==> src/hw/rtl/assert_macros.svh <==
// Assertion macros for the RTL of the range table, used by its top level.
// Each macro expects signals named clk and arst_n in the scope where it is used.
`ifndef ASSERT_MACROS_SVH
`define ASSERT_MACROS_SVH

// Checks that the consequent holds in the same cycle as the antecedent.
`define SRT_ASSERT_IMPLY(label, ante, cons, msg) \
	label: assert property (@(posedge clk) disable iff (!arst_n) (ante) |-> (cons)) \
		else $error(msg);

// Checks that the consequent holds in the cycle after the antecedent.
`define SRT_ASSERT_NEXT(label, ante, cons, msg) \
	label: assert property (@(posedge clk) disable iff (!arst_n) (ante) |=> (cons)) \
		else $error(msg);

`endif

==> src/hw/rtl/srt_pkg.sv <==
// Shared types, constants and helper functions for the sorted range table.
// No dependencies; srt_ctrl and the top level import this package.
package srt_pkg;

	// Table depth and page geometry.
	localparam int MAX_RANGES = 8;
	localparam int PAGE_SHIFT = 12;
	localparam int PAGE_W     = 20;

	// Derived widths: entry index, entry count and the query compare width.
	localparam int IDX_W   = (MAX_RANGES > 1) ? $clog2(MAX_RANGES) : 1;
	localparam int CNT_W   = $clog2(MAX_RANGES + 1);
	localparam int QADDR_W = PAGE_W + PAGE_SHIFT;
	localparam int CMP_W   = (QADDR_W > 33) ? QADDR_W : 33;

	// Low address bits that must be zero for a page-aligned value.
	localparam logic [31:0] PAGE_MASK = 32'((64'd1 << PAGE_SHIFT) - 64'd1);

	// Action codes of a request.
	localparam logic ACT_INSERT = 1'b0;
	localparam logic ACT_QUERY  = 1'b1;

	// One request item.
	typedef struct packed {
		logic        action;
		logic [31:0] offset_bytes;
		logic [31:0] length_bytes;
		logic [PAGE_W-1:0] page_index;
	} srt_req_t;

	// One response item.
	typedef struct packed {
		logic       accepted;
		logic       page_in_range;
		logic [3:0] entries_used;
	} srt_rsp_t;

	// One stored range as it sits in the table memory.
	typedef struct packed {
		logic [31:0] start;
		logic [31:0] length;
	} srt_entry_t;

	localparam int ENTRY_W = $bits(srt_entry_t);

	// Status of the sequencer as seen by the top level.
	typedef struct packed {
		logic             idle;
		logic [CNT_W-1:0] count;
		logic             tbl_we;
	} srt_status_t;

	// Sequencer states, one-hot.
	typedef enum logic [4:0] {
		ST_IDLE  = 5'b00001,
		ST_SCAN  = 5'b00010,
		ST_SHIFT = 5'b00100,
		ST_WRITE = 5'b01000,
		ST_DONE  = 5'b10000
	} srt_state_t;

	// Entry count as shown in the four-bit response field (modulo 16).
	function automatic logic [3:0] count_to_field(input logic [CNT_W-1:0] cnt);
		logic [63:0] wide;
		wide = 64'(cnt);
		return wide[3:0];
	endfunction

endpackage

==> src/hw/rtl/srt_ram.sv <==
// Generic single-write, single-read RAM with a registered read port.
// No dependencies.
module srt_ram #(
	parameter int WIDTH = 64,
	parameter int DEPTH = 8
) (
	input  logic                                   clk,
	input  logic                                   we,
	input  logic [((DEPTH > 1) ? $clog2(DEPTH) : 1)-1:0] waddr,
	input  logic [WIDTH-1:0]                       wdata,
	input  logic [((DEPTH > 1) ? $clog2(DEPTH) : 1)-1:0] raddr,
	output logic [WIDTH-1:0]                       rdata
);

	logic [WIDTH-1:0] mem [DEPTH];
	logic [WIDTH-1:0] rdata_q;

	// Write port and registered read port.
	always_ff @(posedge clk) begin
		if (we) begin
			mem[waddr] <= wdata;
		end
		rdata_q <= mem[raddr];
	end

	assign rdata = rdata_q;

endmodule

==> src/hw/rtl/srt_ctrl.sv <==
// Sequencer of the sorted range table: scans the table memory, checks overlap
// and coverage, shifts entries up and writes new ones. Uses srt_pkg.
module srt_ctrl import srt_pkg::*; (
	input  logic               clk,
	input  logic               arst_n,
	input  logic               take_item,
	input  srt_req_t           req,
	input  logic [31:0]        region_size,
	input  logic               rsp_free,
	output logic               res_valid,
	output srt_rsp_t           res,
	output srt_status_t        status,
	output logic               tbl_we,
	output logic [IDX_W-1:0]   tbl_waddr,
	output logic [ENTRY_W-1:0] tbl_wdata,
	output logic [IDX_W-1:0]   tbl_raddr,
	input  logic [ENTRY_W-1:0] tbl_rdata
);

	srt_state_t state_q;

	// Control state.
	logic [CNT_W-1:0] count_q;
	logic [CNT_W-1:0] rd_idx_q;
	logic [CNT_W-1:0] left_q;
	logic [IDX_W-1:0] src_q;
	logic [IDX_W-1:0] slot_q;
	logic             slot_found_q;
	logic             pre_ok_q;
	logic             overlap_q;
	logic             hit_q;
	logic             acc_q;
	logic             pend_s1;
	logic [IDX_W-1:0] pidx_s1;

	// Item payload.
	logic             act_q;
	logic [31:0]      off_q;
	logic [31:0]      len_q;
	logic [32:0]      end_q;
	logic [CMP_W-1:0] addr_q;

	logic        pre_ok;
	logic        issue;
	srt_entry_t  ent;
	logic [32:0] ent_end;
	logic        ent_overlap;
	logic        ent_after;
	logic        ent_covers;

	// Checks that need no table access: size, alignment, region and fill level.
	always_comb begin
		pre_ok = (req.length_bytes != 32'd0)
			&& ((req.offset_bytes & PAGE_MASK) == 32'd0)
			&& ((req.length_bytes & PAGE_MASK) == 32'd0)
			&& (req.offset_bytes <= region_size)
			&& (req.length_bytes <= (region_size - req.offset_bytes))
			&& (count_q < CNT_W'(MAX_RANGES));
	end

	// Compare the entry that the memory returns against the current item.
	always_comb begin
		ent         = srt_entry_t'(tbl_rdata);
		ent_end     = {1'b0, ent.start} + {1'b0, ent.length};
		ent_overlap = ({1'b0, off_q} < ent_end) && ({1'b0, ent.start} < end_q);
		ent_after   = off_q < ent.start;
		ent_covers  = (addr_q >= CMP_W'(ent.start)) && (addr_q < CMP_W'(ent_end));
	end

	// Memory read address and whether a read is issued this cycle.
	always_comb begin
		issue     = 1'b0;
		tbl_raddr = src_q;
		unique case (state_q)
			ST_SCAN: begin
				issue     = rd_idx_q < count_q;
				tbl_raddr = rd_idx_q[IDX_W-1:0];
			end
			ST_SHIFT: begin
				issue = left_q != '0;
			end
			default: begin
				issue = 1'b0;
			end
		endcase
	end

	// Memory writes: shifted entries move up one slot, then the new entry lands.
	// A shift writes slot i while reading slot i-2, so no read meets a write.
	always_comb begin
		tbl_we    = 1'b0;
		tbl_waddr = pidx_s1 + IDX_W'(1);
		tbl_wdata = tbl_rdata;
		if (state_q == ST_WRITE) begin
			tbl_we    = 1'b1;
			tbl_waddr = slot_q;
			tbl_wdata = {off_q, len_q};
		end else if (state_q == ST_SHIFT && pend_s1) begin
			tbl_we = 1'b1;
		end
	end

	// Sequencer and control registers.
	always_ff @(posedge clk or negedge arst_n) begin
		if (!arst_n) begin
			state_q      <= ST_IDLE;
			count_q      <= '0;
			rd_idx_q     <= '0;
			left_q       <= '0;
			src_q        <= '0;
			slot_q       <= '0;
			slot_found_q <= 1'b0;
			pre_ok_q     <= 1'b0;
			overlap_q    <= 1'b0;
			hit_q        <= 1'b0;
			acc_q        <= 1'b0;
			pend_s1      <= 1'b0;
			pidx_s1      <= '0;
		end else begin
			pend_s1 <= issue;
			pidx_s1 <= tbl_raddr;
			unique case (state_q)
				ST_IDLE: begin
					if (take_item) begin
						state_q      <= ST_SCAN;
						rd_idx_q     <= '0;
						slot_q       <= IDX_W'(count_q);
						slot_found_q <= 1'b0;
						pre_ok_q     <= pre_ok;
						overlap_q    <= 1'b0;
						hit_q        <= 1'b0;
						acc_q        <= 1'b0;
					end
				end
				ST_SCAN: begin
					if (issue) begin
						rd_idx_q <= rd_idx_q + CNT_W'(1);
					end
					if (pend_s1) begin
						if (act_q == ACT_QUERY) begin
							hit_q <= hit_q | ent_covers;
						end else begin
							overlap_q <= overlap_q | ent_overlap;
							if (!slot_found_q && ent_after) begin
								slot_found_q <= 1'b1;
								slot_q       <= pidx_s1;
							end
						end
					end
					// All reads returned: decide on the result of the scan.
					if (!issue && !pend_s1) begin
						if (act_q == ACT_INSERT && pre_ok_q && !overlap_q) begin
							state_q <= ST_SHIFT;
							left_q  <= count_q - CNT_W'(slot_q);
							src_q   <= IDX_W'(count_q - CNT_W'(1));
						end else begin
							state_q <= ST_DONE;
						end
					end
				end
				ST_SHIFT: begin
					if (issue) begin
						left_q <= left_q - CNT_W'(1);
						src_q  <= src_q - IDX_W'(1);
					end
					if (!issue && !pend_s1) begin
						state_q <= ST_WRITE;
					end
				end
				ST_WRITE: begin
					count_q <= count_q + CNT_W'(1);
					acc_q   <= 1'b1;
					state_q <= ST_DONE;
				end
				ST_DONE: begin
					if (rsp_free) begin
						state_q <= ST_IDLE;
					end
				end
				default: begin
					state_q <= ST_IDLE;
				end
			endcase
		end
	end

	// Item payload, captured on the input transfer.
	always_ff @(posedge clk) begin
		if (state_q == ST_IDLE && take_item) begin
			act_q  <= req.action;
			off_q  <= req.offset_bytes;
			len_q  <= req.length_bytes;
			end_q  <= {1'b0, req.offset_bytes} + {1'b0, req.length_bytes};
			addr_q <= CMP_W'(req.page_index) << PAGE_SHIFT;
		end
	end

	// Result and status.
	assign res_valid         = state_q == ST_DONE;
	assign res.accepted      = acc_q;
	assign res.page_in_range = hit_q;
	assign res.entries_used  = count_to_field(count_q);

	assign status.idle   = state_q == ST_IDLE;
	assign status.count  = count_q;
	assign status.tbl_we = tbl_we;

endmodule

==> src/hw/rtl/sorted_range_table_unit.sv <==
// Channel | Direction | Handshake          | Payload
// req     | in        | req_valid/stall    | srt_req_t: action, offset, length, page
// rsp     | out       | rsp_valid/stall    | srt_rsp_t: accepted, page hit, entries used
// cfg     | in        | cfg_valid/ready    | region_size, 32 bits
//
// One item at a time. The single read port of the table memory delivers one
// entry per cycle, first for the scan and then, for an insert, for the shift.
// Reset clears the count, so the table needs no clearing pass. A waiting
// response does not block the next request; a new response waits in the
// sequencer until the register frees.
// Top level of the sorted range table; uses srt_pkg, srt_ctrl, srt_ram and
// the assertion macros in assert_macros.svh.
`include "assert_macros.svh"

module sorted_range_table_unit import srt_pkg::*; (
	input  logic        clk,
	input  logic        arst_n,
	input  logic        req_valid,
	output logic        req_stall,
	input  srt_req_t    req,
	output logic        rsp_valid,
	input  logic        rsp_stall,
	output srt_rsp_t    rsp,
	input  logic        cfg_valid,
	output logic        cfg_ready,
	input  logic [31:0] cfg_data
);

	logic [31:0] region_size_q;
	logic        rsp_valid_q;
	srt_rsp_t    rsp_q;

	logic               take_item;
	logic               rsp_free;
	logic               res_valid;
	srt_rsp_t           res;
	srt_status_t        status;
	logic               tbl_we;
	logic [IDX_W-1:0]   tbl_waddr;
	logic [ENTRY_W-1:0] tbl_wdata;
	logic [IDX_W-1:0]   tbl_raddr;
	logic [ENTRY_W-1:0] tbl_rdata;

	// Request transfers are taken only while the sequencer is idle.
	assign req_stall = !status.idle;
	assign take_item = req_valid && status.idle;

	// Region size register; writes are always taken.
	assign cfg_ready = 1'b1;

	always_ff @(posedge clk or negedge arst_n) begin
		if (!arst_n) begin
			region_size_q <= '0;
		end else if (cfg_valid && cfg_ready) begin
			region_size_q <= cfg_data;
		end
	end

	// Response register between the sequencer and the output channel.
	assign rsp_free = !rsp_valid_q || !rsp_stall;

	always_ff @(posedge clk or negedge arst_n) begin
		if (!arst_n) begin
			rsp_valid_q <= 1'b0;
		end else if (res_valid && rsp_free) begin
			rsp_valid_q <= 1'b1;
		end else if (!rsp_stall) begin
			rsp_valid_q <= 1'b0;
		end
	end

	always_ff @(posedge clk) begin
		if (res_valid && rsp_free) begin
			rsp_q <= res;
		end
	end

	assign rsp_valid = rsp_valid_q;
	assign rsp       = rsp_q;

	// Sequencer.
	srt_ctrl u_ctrl (
		.clk         (clk),
		.arst_n      (arst_n),
		.take_item   (take_item),
		.req         (req),
		.region_size (region_size_q),
		.rsp_free    (rsp_free),
		.res_valid   (res_valid),
		.res         (res),
		.status      (status),
		.tbl_we      (tbl_we),
		.tbl_waddr   (tbl_waddr),
		.tbl_wdata   (tbl_wdata),
		.tbl_raddr   (tbl_raddr),
		.tbl_rdata   (tbl_rdata)
	);

	// Range table memory: one start and length per entry.
	srt_ram #(
		.WIDTH (ENTRY_W),
		.DEPTH (MAX_RANGES)
	) u_table (
		.clk   (clk),
		.we    (tbl_we),
		.waddr (tbl_waddr),
		.wdata (tbl_wdata),
		.raddr (tbl_raddr),
		.rdata (tbl_rdata)
	);

	// The count never passes the table depth.
	`SRT_ASSERT_IMPLY(a_count_bound, 1'b1, status.count <= CNT_W'(MAX_RANGES), "count above depth")

	// The table memory is written only while an item is in progress.
	`SRT_ASSERT_IMPLY(a_write_busy, status.tbl_we, !status.idle, "table write while idle")

	// The count only ever grows, and then by one.
	`SRT_ASSERT_NEXT(a_count_step, status.tbl_we && status.idle, 1'b0, "write from idle")
	`SRT_ASSERT_IMPLY(a_count_inc, 1'b1, status.count - $past(status.count) <= 1'b1, "count jump")

	// A response never reports both a stored insert and a page hit.
	`SRT_ASSERT_IMPLY(a_rsp_excl, rsp_valid, !(rsp.accepted && rsp.page_in_range), "accept with hit")

endmodule
==> config.mk <==
export PLATFORM = sky130hd
export DESIGN_NAME = sorted_range_table_unit
export DESIGN_NICKNAME = d
export VERILOG_FILES = /design/src/hw/rtl/srt_pkg.sv /design/src/hw/rtl/srt_ram.sv /design/src/hw/rtl/srt_ctrl.sv /design/src/hw/rtl/sorted_range_table_unit.sv
export VERILOG_INCLUDE_DIRS = /design/src /design/src/hw/rtl
export SDC_FILE = /design/constraint.sdc
export NUM_CORES = 1
export LEC_CHECK = 0
export BUFFER_PORTS_ARGS = -buffer_cell sky130_fd_sc_hd__buf_2
export CORE_MARGIN = 5
export CORE_UTILIZATION = 50
export CTS_BUF_LIST = sky130_fd_sc_hd__clkbuf_16
export DETAILED_ROUTE_END_ITERATION = 12
export PLACE_DENSITY_LB_ADDON = 0.05
export SYNTH_ARGS = -nofsm -noshare
export SYNTH_HDL_FRONTEND = slang
export SYNTH_SLANG_ARGS = --single-unit
==> constraint.sdc <==
create_clock -name clk -period 8.3 [get_ports clk]
set_input_delay 1.245 -clock clk [delete_from_list [all_inputs] [get_ports clk]]
set_output_delay 1.245 -clock clk [all_outputs]
set_load 0.01 [all_outputs]
# Yosys cells after proc, flatten, opt, wreduce, memory -nomap -nowiden
# Memories as Yosys holds them, arrays and structs flattened. A register that Yosys moved wholly into a read port is not among the register bits.
# Index checks and enable logic that the tools add are counted.
[word_totals] register_bits=189 latchBits=0 ramBits=512 romBits=0 inputBits=122 out_inout_bits=9 word_cells=145 memories=1
[mem_list] memory="u_table.mem" depth=8 width=64 read_ports=1 rd_ports_with_merged_regs=1 write_ports=1 line="srt_ram.sv:15" source="logic [WIDTH-1:0] mem [DEPTH];"
[op_classes] n_addsub=10 mul=0 div=0 order_cmp=9 eq_ne=17 n_shift=0 mux=44 n_bitwise=3 reduce_logical=38
[ops] op="$lt A32 B33 Y1" n=3
[ops] op="$add A32 B32 Y33" n=2
[ops] op="$le A32 B32 Y1" n=2
[ops] op="$logic_not A32 Y1" n=2
[ops] op="$mux W64" n=1
[ops] op="$ge A32 B32 Y1" n=1
[ops] op="$lt A32 B32 Y1" n=1
[ops] op="$reduce_bool A32 Y1" n=1
[ops] op="$sub A32 B32 Y32" n=1
[ops] op="$mux W3" n=9
[ops] op="$mux W5" n=5
[ops] op="$pmux W5 S5" n=1
[ops] op="$mux W4" n=5
[ops] op="$ne A2 B1 Y1 const B" n=9
[ops] op="$pmux W4 S2" n=2
[ops] op="$reduce_and A4 Y1" n=4
[ops] op="$logic_and A1 B1 Y1" n=15
[ops] op="$mux W1" n=14
[ops] op="$pmux W3 S2" n=2
[ops] op="$pmux W1 S2" n=5
[ops] op="$add A4 B1 Y4 const B" n=2
[ops] op="$logic_not A1 Y1" n=7
[ops] op="$ne A2 B2 Y1 const B" n=3
[ops] op="$reduce_bool A2 Y1" n=3
[ops] op="other kinds (18)" n=21

# Depth between registers and ports, before layout
# Gate-level depths: netlist (run 1).
[logic_depth] ltp_word=7 mapped_depth=22 mapped_depth_nobuf=22

# Cells and area by module
# A second synthesis (run 1) with hierarchy kept.
[unflattened] hier_cells=2521 area_unflattened_um2=36585.1
[by_module_without_submodules] mod="srt_ram" n_inst=1 cells_each=816 area_each_um2=20547.2
[by_module_without_submodules] mod="srt_ctrl" n_inst=1 cells_each=1623 area_each_um2=14447.6
[by_module_without_submodules] mod="sorted_range_table_unit" n_inst=1 cells_each=82 area_each_um2=1590.3

# Worst setup path after synthesis (run 1)
# No wires, ideal clock.
[synth_timing] kind="input -> register" start="input port req_valid" end="register u_ctrl.slot_q[0]" setup_time_ps=86 arrival_ps=5000 path_slack_ps=3214 stages=4 n_path_buf=0 cell_sequence="nand2_1 > clkinv_1 > or2_2 > a31oi_1"
[synth_via] elab_chain_cells=3
[synth_rtl] element="start: declaration" line="sorted_range_table_unit.sv:18" source="input logic req_valid,"
[synth_rtl] element="$logic_and A1 B1 Y1" line="sorted_range_table_unit.sv:46" source="assign take_item = req_valid && status.idle;"
[synth_rtl] element="$ne A2 B1 Y1 (no line)"
[synth_rtl] element="$reduce_and A5 Y1 (no line)"
[synth_rtl] element="end signal: assignment" line="srt_ctrl.sv:127" source="slot_q <= IDX_W'(count_q);"
[synth_rtl] element="end signal: assignment" line="srt_ctrl.sv:146" source="slot_q <= pidx_s1;"
[synth_rtl] element="end: declaration" line="srt_ctrl.sv:27" source="logic [IDX_W-1:0] slot_q;"
# No other way between the ends.
# A chain may end at the register's enable or synchronous reset.

# Worst setup path after layout (run 1)
[layout_timing] start="register u_table.rdata_q[32] (netlist: u_table.rdata[32]) (read register of u_table.mem)" end="register u_ctrl.hit_q"
[layout_via] elab_chain_cells=7 word_cells_on_any_way=8 classes_between="add/sub: 1; order compare: 2; mux: 3; bitwise: 1; reduce/logical: 1"
[layout_rtl] element="start: declaration" line="srt_ram.sv:16" source="logic [WIDTH-1:0] rdata_q;"
[layout_rtl] element="$add A32 B32 Y33" line="srt_ctrl.sv:64" source="ent_end = {1'b0, ent.start} + {1'b0, ent.length};"
[layout_rtl] element="$lt A32 B33 Y1" line="srt_ctrl.sv:67" source="ent_covers = (addr_q >= CMP_W'(ent.start)) && (addr_q < CMP_W'(ent_end));"
[layout_rtl] element="$logic_and A1 B1 Y1 *" line="srt_ctrl.sv:67"
[layout_rtl] element="$or A1 B1 Y1 *" line="srt_ctrl.sv:141" source="hit_q <= hit_q | ent_covers;"
[layout_rtl] element="$mux W1 *" line="srt_ctrl.sv:140" source="if (act_q == ACT_QUERY) begin"
[layout_rtl] element="$mux W1 *" line="srt_ctrl.sv:139" source="if (pend_s1) begin"
[layout_rtl] element="$pmux W1 S2 *" line="srt_ctrl.sv:122" source="unique case (state_q)"
[layout_rtl] element="end signal: assignment" line="srt_ctrl.sv:141"
[layout_rtl] element="end: declaration" line="srt_ctrl.sv:31" source="logic hit_q;"
# Every way passes the cells marked *; elsewhere a longest branch is shown, timed or not. The select of a mux whose other input is x is not followed.

==> results of run 1 <==
-- metal layers --
| metal | up-vias | global-route usage [%] |
|---|---|---|
| li1 | 12396 | - |
| met1 | 12754 | 38.3 |
| met2 | 915 | 37.9 |
| met3 | 132 | 3.87 |
| met4 | 2 | 6.96 |
| met5 | - | 0 |
-- power groups by stage --
stage	logic [mW]	clock network [mW]	registers, mW
final	1.30	3.66	4.53
after global routing	1.47	3.89	4.54
after CTS	1.30	3.72	4.53
after detailed placement	1.29	0	4.60
after global placement	1.25	0	4.60
after floorplan	0.921	0	4.54
-- cell usage in the layout, fill, tap and decap left out, types with 10 or more instances in the layout --
cell,n
clkinv_2,14
mux2_2,31
buf_2,129
nand4_1,33
nor3_1,25
nor2_1,91
edfxtp_1,636
nor2b_1,16
o21ai_0,98
nand2b_1,26
dfrtp_1,64
clkbuf_16,85
ha_1,268
nand2_1,790
o21a_1,20
dfxtp_1,64
nor4_1,13
xor2_1,33
clkinv_1,14
o21ai_1,85
a21o_1,72
a21oi_1,118
a31oi_1,18
o211ai_1,21
xnor2_1,58
inv_1,158
nand3_1,360
buf_4,22
or3_1,10
o21bai_1,12
a211oi_1,16
-- final cells by class --
type / instances / area, um^2
Fill cell: 6284 / 32500
Sequential cell: 765 / 22000
Multi-Input combinational cell: 2344 / 14200
Clock buffer: 85 / 2130
Tap cell: 969 / 1210
Timing Repair Buffer: 154 / 871
Clock inverter: 68 / 582
Inverter: 139 / 534
Antenna cell: 2 / 5.00
-- critical path, cell delays in order, from the launching register on --
cell and delay [ns]:
dfxtp_1 0.37, ha_1 0.24, fa_1 0.42, a211oi_1 0.30, o21ai_1 0.15, nand3_1 0.15, nand3b_1 0.10, a21oi_1 0.22
o21bai_1 0.09, a21o_1 0.21, a21o_1 0.19, a21oi_1 0.17, xor2_1 0.28, ha_1 0.19, nand3_1 0.13, and4b_1 0.29
nand3_1 0.09, a2111oi_0 0.30, nand4b_1 0.21, a32o_1 0.30, o21ai_1 0.11, maj3_1 0.25, a21oi_1 0.09
-- per-stage QoR --
stage,setup slack (ns),area (um^2),util [%]
detailed placement,3.09,38900,52.5
global route,3.09,41600,56.1
CTS,3.39,41600,56.1
global placement,3.02,38900,52.5
finish,3.31,41600,56.1
floorplan,3.21,37200,-
-- path summary, 6_finish.rpt --
kind	start	endpoint	slack (ns)
max	u_table.rdata[32]$_DFF_P_	u_ctrl.hit_q$_DFFE_PN0P_	3.31
min	u_ctrl.acc_q$_DFFE_PN0P_	rsp[5]$_DFFE_PP_	0.48
max reg2reg	u_table.rdata[32]$_DFF_P_	u_ctrl.hit_q$_DFFE_PN0P_	3.31
min reg2reg	u_ctrl.acc_q$_DFFE_PN0P_	rsp[5]$_DFFE_PP_	0.48
max in group asynchronous	arst_n	region_size_q[12]$_DFFE_PN0P_	6.84
min in group asynchronous	arst_n	rsp_valid$_DFFE_PN0P_	0.84
-- cells by family after synthesis --
logic type,synth area share [%]
simple gates,16.7
flops,59.2
compound gates,8.74
fa+ha+maj,9.30
buf+inv,2.69
xor+xnor,2.15
mux,1.16
other cells,0.0101
-- state kept, by name (all words and copies together) (netlist names), 6 cells and up --
signal / flops
u_ctrl.len_q: 32
u_ctrl.addr_q: 20
u_ctrl.end_q: 33
u_table.mem: 512
region_size_q: 32
u_ctrl.off_q: 32
u_table.rdata: 64
rsp: 6
==> summary.txt, run 1 <==
Run status
  – Run status: completed

Placement
  – Number of input and output port buffers inserted: 129
  – Number of instances in the placed design: 4371
  – Post-detail-place hpwl: 67000 um
  – Routability congestion estimate: 0.946

Floorplan
  – Die width: 283 um
  – Vert. Die Dim: 283 um
  – Ports placed on the boundary: 131
  – Initial core utilization: 50.2%
  – Die outline area: 0.0799 mm^2
  – Area of the core region: 0.0741 mm^2
  – Standard-cell rows: 100

Job
  – Max-cap violation count: 0

Timing
  – Period Utilization, post-route: 60.1%
  – Max Transition Viols Final: 0
  – Hold violation count in the final report: 0
  – Upper clock frequency limit: 0.201 GHz
  – Setup-violating endpoint count in the final report: 0
  – Worst Max-Slew Pin Slew: 1.33 ns
  – Worst clock skew: 0.0270 ns
  – Min Hold Slack: 0.477 ns
  – Sum of negative setup slack: 0 ns
  – Unrepaired setup endpoints after global routing: false
  – Minimum period implied by the final worst setup slack: 4.99 ns
  – Max-Slew Margin vs Limit: 10.2%

Final layout
  – Synthesis-to-layout area growth: 11.9%
  – Ratio of cells with drive above 1 in the final layout: 9.31%
  – Net count, final: 3880
  – Cell Count, Final, Fillers Out: 4526

Hold path
  – Cell depth of the worst hold path: 0
  – Path type of the worst min-delay path: flop to flop

Clocking
  – Inserted Clock Buffers: 82
  – Number of instances resized during post-cts repair: 0
  – Master cell of the clock root buffer: clkbuf_16
  – CTS tree: yes
  – Number of clock sinks: 765
  – Clk slew on worst S/H paths: 0.06 ns
  – Clock Path Buffers: 3
  – Post-CTS Setup Bufs: 0
  – Htree depth: 3
  – Worst skew pair latency: 0.63 ns
  – Post-CTS Hold Buffers: 0

Pwr
  – Total power consumption of the routed design: 9.49 mW
  – Static leakage power: 16.7 nW
  – Combinational group share of total power: 13.7%
  – Worst VDD drop: 180 uV
  – Relative contribution of the clock network to total power: 38.5%
  – Fraction of power spent switching nets: 25.8%
  – PwrDens: 228 mW/mm^2
  – Portion of total power attributed to sequential cells: 47.7%
  – Net load switching power: 2.45 mW
  – Cell-internal power: 7.04 mW

Setup path
  – Crit path required time: 8.78 ns
  – Type of origin of the critical path: flop
  – Largest fanout on the critical path: 5
  – Kind of critical path: flop to flop
  – Worst R2R Path Depth: 22
  – Data arrival time of the critical path: 5.47 ns
  – Critical Path End Type: flop

Drt
  – First-pass iteration count of the detailed router: 6
  – Total routed wire length on the met1 layer: 47900 um
  – Max Used Layer: met5
  – Average vias per placed instance: 5.79
  – Starting DRC count in detailed routing: 2355
  – Average wire per cell in the routed design: 22.5 um
  – Remaining number of nets flagged by the antenna check after routing: 0
  – Total routed wirelength: 102000 um
  – Total via count in the routed design: 26199
  – Detailed route wirelength on metal3: 7080 um
  – Post-route DRC: 0
  – Routed length on met2: 44700 um

Global routing
  – Number of global-route vias before repair: 25539
  – Remaining global-route overflow: 0
  – Wire length of the first global-routing pass: 154000 um
  – Pin count of the biggest net entering global routing: 187
  – Initial antenna violation count: 2
  – Total routing resource utilization after global routing: 25.2%

Logic synthesis
  – Share of flip-flops with an asynchronous set or reset: 8.50%
  – Post-synthesis instance total: 3372
  – Number of different library cells in the post-synthesis netlist: 80
  – Leading register cell type out of synthesis: edfxtp_1
  – Commonest cells in the netlist: 790 x nand2_1, 636 x edfxtp_1, 361 x nand3_1, 268 x ha_1, 136 x inv_1
  – Netlist area before placement: 0.0372 mm^2
  – Post-synthesis net count: 3766
  – Share of the yosys chip area belonging to registers: 59.2%
  – Count of flip-flops with a built-in enable after synthesis: 636
  – Cell with the most instances after synthesis: nand2_1
  – Post-synth top area share: 51.4%
  – Per-instance average area after synthesis: 11.0 um^2
  – Post-synthesis sequential element count: 765
  – Synth area leader: edfxtp_1
  – Number of warnings printed during yosys synthesis: 0
  – Synth top area cells: edfxtp_1 51%, ha_1 9.0%, nand2_1 8.0%
No activity file was read; power rests on OpenSTA's default activity.
==> inputs of run 2 (changes only) <==
- clock period: 8.3 -> 4.79 ns (I/O delays scaled with it)
==> run 2 against run 1 <==
Against the previous run:
- clock power is 74% higher
- first-iteration DRC count is 0.42% higher
- global-route usage hardly changed
- clock skew is 0.0082 ns higher
- maximum frequency is 9.2% higher
- critical path depth is 2 lower
- non-clock buffer count is 21 higher
- sequential share of layout area is 0.50 points lower
- final area is 0.96% higher
==> summary.txt, run 2 (same netlist as run 1, synthesis figures left out) <==
Global routing
  – Number of global-route vias before repair: 25443
  – Initial antenna violation count: 4
  – Total routing resource utilization after global routing: 25.2%
  – Remaining global-route overflow: 0
  – Met2 Usage GRT: 38.0%
  – Most heavily used metal layer in global routing: met2
  – Wire length of the first global-routing pass: 153000 um
  – GRT met1 Usage: 37.9%
  – Pin count of the biggest net entering global routing: 174
  – Met3 Usage GRT: 4.96%

Pwr
  – Worst VDD drop: 344 uV
  – Static leakage power: 16.9 nW
  – Cell-internal power: 12.2 mW
  – Combinational group share of total power: 13.9%
  – Net load switching power: 4.36 mW
  – Relative contribution of the clock network to total power: 38.6%
  – Portion of total power attributed to sequential cells: 47.5%
  – PwrDens: 393 mW/mm^2
  – Fraction of power spent switching nets: 26.4%

Timing
  – Min Hold Slack: 0.247 ns
  – Upper clock frequency limit: 0.219 GHz
  – Minimum period implied by the final worst setup slack: 4.57 ns
  – Worst Max-Slew Pin Slew: 1.31 ns
  – Hold violation count in the final report: 0
  – Max Transition Viols Final: 0
  – Sum of negative setup slack: 0 ns
  – Period Utilization, post-route: 95.3%
  – Unrepaired setup endpoints after global routing: false
  – Max-Slew Margin vs Limit: 11.7%
  – Setup-violating endpoint count in the final report: 0
  – Worst clock skew: 0.0351 ns

Drt
  – Post-route DRC: 0
  – Starting DRC count in detailed routing: 2365
  – Average vias per placed instance: 5.80
  – Average wire per cell in the routed design: 22.4 um
  – Remaining number of nets flagged by the antenna check after routing: 0
  – Total routed wirelength: 102000 um
  – Total via count in the routed design: 26376
  – First-pass iteration count of the detailed router: 6

Setup path
  – Crit path required time: 5.29 ns
  – Setup slack on the worst flop-to-flop path: 0.22 ns
  – Kind of critical path: flop to flop
  – Series of cell instances along the critical path: ha_1, o21ai_1, or4_1, nand2_1, o21ai_0, nor2b_1, o21ai_2, a21o_1, a21oi_1, xor2_1, ha_1, and4b_1, and4b_1, nand3_1, a2111oi_1, nand4b_1, a32o_1, o21ai_1, maj3_1, a21oi_1
  – Critical Path End Type: flop
  – Maximum single-stage delay on the critical path: 0.52 ns
  – Largest fanout on the critical path: 5
  – Data arrival time of the critical path: 5.07 ns
  – Slowest CP cell: or4_1
  – Type of origin of the critical path: flop

Clocking
  – Htree depth: 3
  – Clk slew on worst S/H paths: 0.06 ns
  – Number of clock sinks: 765
  – Inserted Clock Buffers: 84
  – CTS tree: yes
  – Master cell of the clock root buffer: clkbuf_16
  – Clock Path Buffers: 3
  – Post-CTS Hold Buffers: 0
  – Worst skew pair latency: 0.65 ns

Final layout
  – Cell Count, Final, Fillers Out: 4551
  – Commonest cells after routing, fill and taps aside: 790 x nand2_1, 636 x edfxtp_1, 360 x nand3_1
  – Synthesis-to-layout area growth: 13.0%
  – Largest register by flop count: u_table.mem
  – Most common library cell in the layout ignoring fill and taps: nand2_1
  – Flip-flop count of the largest register after layout: 512
  – Net count, final: 3903
  – Post-Layout Inst Area: 0.0420 mm^2
  – Share of the core filled with cells: 56.7%
  – Ratio of cells with drive above 1 in the final layout: 10.2%

Floorplan
  – Die outline area: 0.0799 mm^2
  – Area of the core region: 0.0741 mm^2
  – Vert. Die Dim: 283 um
  – Initial core utilization: 50.2%
  – Die width: 283 um
  – Ports placed on the boundary: 131
  – Standard-cell rows: 100

Placement
  – Placed cell area: 0.0392 mm^2
  – Routability congestion estimate: 0.955
  – Number of input and output port buffers inserted: 129
  – Post-detail-place hpwl: 69600 um
  – Number of instances in the placed design: 4391

Run status
  – Run status: completed

Hold path
  – Path type of the worst min-delay path: input port to flop

Job
  – Max-cap violation count: 0
[run 2: changes by cell type in the layout (fill, tap and decap cells not counted), moves of 2 or more]
cell | previous run | this run
buf_12 | 3 | 14
clkinv_16 | 1 | 3
bufinv_16 | 9 | 7
buf_4 | 22 | 32
clkinv_1 | 14 | 23
clkinvlp_4 | 1 | 4
inv_1 | 158 | 149
o21ai_1 | 85 | 83
[run 2: layer usage]
metal | vias to the layer above | share of wire (%) | wire length [um]
met4 | 0 | 2.2 | 2230
met5 | - | 0 | 0
met1 | 12812 | 46 | 47200
met3 | 147 | 7.7 | 7820
li1 | 12458 | - | -
met2 | 959 | 44 | 44700
[run 2: what timing repair did]
item	4_1_cts	5_1_grt
endpoints found under the hold margin	0	0
resized for setup	0	10
setup endpoints to repair	0	2
buffers inserted	0	1
[run 2: final cells by class]
type / count / area (um^2)
inverters: 139 / 534
flip-flops and latches: 765 / 22000
repair buffers: 175 / 1170
diodes: 1 / 2.50
fillers: 6169 / 32100
well taps: 969 / 1210
clock inverters: 73 / 644
clock buffers: 85 / 2130
multi-input cells: 2344 / 14300
[run 2: worst max-delay path: cells and delay by family, from the launching register on]
family                     cells  cell delay [ns]
adders and majority gates      3             0.92
and+or+nand+nor                7             1.58
DFF                            1             0.34
xor gates and xnor gates       1             0.18
AOI/OAI and AO/OA              9             1.39
[run 2: worst paths after layout]
path / start / end / depth (start not counted)
setup reg to reg: u_table.rdata[35]$_DFF_P_ / u_ctrl.hit_q$_DFFE_PN0P_ / 20
max in group asynchronous: arst_n / region_size_q[11]$_DFFE_PN0P_ / 2
min in group asynchronous: arst_n / rsp_valid$_DFFE_PN0P_ / 2
hold reg to reg: u_ctrl.acc_q$_DFFE_PN0P_ / rsp[5]$_DFFE_PP_ / 0
hold / removal: req[15] / u_ctrl.addr_q[27]$_DFFE_PP_ / 1
setup / recovery: u_table.rdata[35]$_DFF_P_ / u_ctrl.hit_q$_DFFE_PN0P_ / 20
[run 2: power groups by stage]
stage	Combinational (mW)	Sequential, mW	Clock [mW]
2_1_floorplan	1.60	7.86	0
3_3_place_gp	2.20	7.99	0
3_5_place_dp	2.26	7.98	0
4_1_cts	2.27	7.85	6.51
5_1_grt	2.57	7.87	6.79
6_report	2.29	7.85	6.37
[run 2: stage by stage]
step	setup slack, ns	total power, mW
after global placement	0.110	10.2
final	0.224	16.5
after floorplan	-0.273	9.46
after global routing	0.0119	17.2
after CTS	0.0993	16.6
after detailed placement	0.0531	10.2
==> inputs of run 3 (changes only) <==
- CORE_UTILIZATION: 50 -> 34
==> run 3 against run 2 <==
Against the previous run:
- sequential power about the same
- register-to-register slack improved by 0.04 ns
- global-route usage shrank 6.0 points
- core utilization down 17 points
- critical path depth unchanged
- first-iteration DRC count decreased by 28%
- combinational power grew 2%
- setup slack better by 0.037 ns
- critical endpoint unchanged
==> summary.txt, run 3 (same netlist as run 1, synthesis figures left out) <==
Run status
  – Run status: completed

Setup path
  – Type of origin of the critical path: flop
  – Launching element of the worst setup path: u_table.rdata[39]$_DFF_P_
  – Data arrival time of the critical path: 5.07 ns
  – Largest fanout on the critical path: 5
  – Kind of critical path: flop to flop
  – Critical Path End Type: flop
  – Critical R2R Launch: u_table.rdata[39]$_DFF_P_
  – Crit path required time: 5.33 ns

Global routing
  – Pin count of the biggest net entering global routing: 154
  – Number of global-route vias before repair: 26065
  – Total routing resource utilization after global routing: 19.2%
  – Remaining global-route overflow: 0
  – Wire length of the first global-routing pass: 168000 um
  – Initial antenna violation count: 8

Clocking
  – Inserted Clock Buffers: 87
  – Number of clock sinks: 765
  – Post-CTS Hold Buffers: 0
  – Clock Path Buffers: 3
  – Master cell of the clock root buffer: clkbuf_16
  – Clk slew on worst S/H paths: 0.06 ns
  – Htree depth: 3
  – CTS tree: yes
  – Worst skew pair latency: 0.67 ns

Timing
  – Max-Slew Margin vs Limit: 12.6%
  – Worst Max-Slew Pin Slew: 1.30 ns
  – Unrepaired setup endpoints after global routing: false
  – Hold violation count in the final report: 0
  – PnR worst setup slack: 0.260 ns
  – Minimum period implied by the final worst setup slack: 4.53 ns
  – Upper clock frequency limit: 0.221 GHz
  – Min Hold Slack: 0.0912 ns
  – Worst clock skew: 0.0253 ns
  – Period Utilization, post-route: 94.6%
  – Setup-violating endpoint count in the final report: 0
  – Max Transition Viols Final: 0

Drt
  – First-pass iteration count of the detailed router: 5
  – Average wire per cell in the routed design: 22.6 um
  – Remaining number of nets flagged by the antenna check after routing: 0
  – Average vias per placed instance: 5.17
  – Post-route DRC: 0
  – Total routed wirelength: 113000 um
  – Total via count in the routed design: 25938
  – Starting DRC count in detailed routing: 1700

Pwr
  – Worst VDD drop: 248 uV
  – Static leakage power: 17.0 nW
  – PwrDens: 390 mW/mm^2

Final layout
  – Most common library cell in the layout ignoring fill and taps: nand2_1
  – Largest register by flop count: u_table.mem
  – Ratio of cells with drive above 1 in the final layout: 10.5%
  – Share of the core filled with cells: 39.4%
  – Flip-flop count of the largest register after layout: 512
  – Net count, final: 3925
  – Commonest cells after routing, fill and taps aside: 789 x nand2_1, 636 x edfxtp_1, 359 x nand3_1
  – Area used by sequential logic in the layout: 0.0220 mm^2
  – Cell Count, Final, Fillers Out: 5018
  – Filler cell count: 10437
  – Multi-input combinational cell area: 0.0143 mm^2
  – Post-Layout Inst Area: 0.0428 mm^2
  – Synthesis-to-layout area growth: 15.2%

Floorplan
  – Die width: 341 um
  – Initial core utilization: 34.2%
  – Standard-cell rows: 121
  – Area of the core region: 0.109 mm^2
  – Vert. Die Dim: 341 um
  – Die outline area: 0.116 mm^2
  – Ports placed on the boundary: 131

Placement
  – Post-placement setup slack: 0.0510 ns
  – Number of input and output port buffers inserted: 129
  – Number of instances in the placed design: 4856
  – Placed cell area: 0.0399 mm^2
  – Routability congestion estimate: 0.881
  – Post-detail-place hpwl: 78000 um

Job
  – Max-cap violation count: 0

Hold path
  – Path type of the worst min-delay path: input port to async pin
## run 3: layer usage
metal  track usage, %  wire length, um  up-vias
met5                0               13        -
met4             5.31             2610        2
met3             3.16             5570      144
met2             29.0            48700      589
met1             28.5            56300    12715
li1                 -                -    12488
## run 3: power by group
part | switching, mW | total, mW | internal (mW)
clock | 2.77 | 6.51 | 3.74
sequential | 0.284 | 7.86 | 7.58
combinational | 1.40 | 2.33 | 0.929
total | 4.46 | 16.7 | 12.2
## run 3: what timing repair did
item,CTS,global route
endpoints found under the setup margin,1,2
pin swaps,0,2
setup buffers,0,0
gates resized for setup,1,13
## run 3: layout make-up
class,instances,area share [%]
Antenna cell,2,0.0117
Clock buffer,88,5.15
Clock inverter,72,1.43
Inverter,139,1.25
Multi-Input combinational cell,2344,33.4
Sequential cell,765,51.4
Tap cell,1414,4.14
Timing Repair Buffer,194,3.15
## run 3: path summary, 6_finish.rpt
path,cells past startpoint,end,slack [ns]
max in group asynchronous,2,region_size_q[5]$_DFFE_PN0P_,3.67
hold / removal,1,u_ctrl.overlap_q$_DFFE_PN0P_,0.09
hold reg to reg,0,rsp[5]$_DFFE_PP_,0.45
setup reg to reg,20,u_ctrl.hit_q$_DFFE_PN0P_,0.26
setup / recovery,20,u_ctrl.hit_q$_DFFE_PN0P_,0.26
min in group clk,1,u_ctrl.act_q$_DFFE_PP_,0.24
## run 3: critical path: stages, from the launching register on
cell	delay, ns
dfxtp_1	0.39
ha_2	0.44
nand3_1	0.15
or4_1	0.51
nand2_2	0.14
o21ai_0	0.10
nor2b_1	0.17
o21ai_2	0.17
a21o_1	0.14
a21oi_1	0.07
xor2_1	0.18
ha_1	0.31
and4b_1	0.20
and4b_1	0.21
nand3_1	0.10
a2111oi_2	0.22
nand4b_1	0.16
a32o_1	0.28
o21ai_1	0.14
maj3_2	0.25
a21oi_1	0.07
## run 3: metrics by stage
| stage | total power [mW] | setup TNS [ns] |
|---|---|---|
| after floorplan | 9.46 | -34.99 |
| after global placement | 10.3 | 0 |
| after detailed placement | 10.3 | 0 |
| after CTS | 16.9 | 0 |
| after global routing | 17.5 | 0 |
| final | 16.7 | 0 |
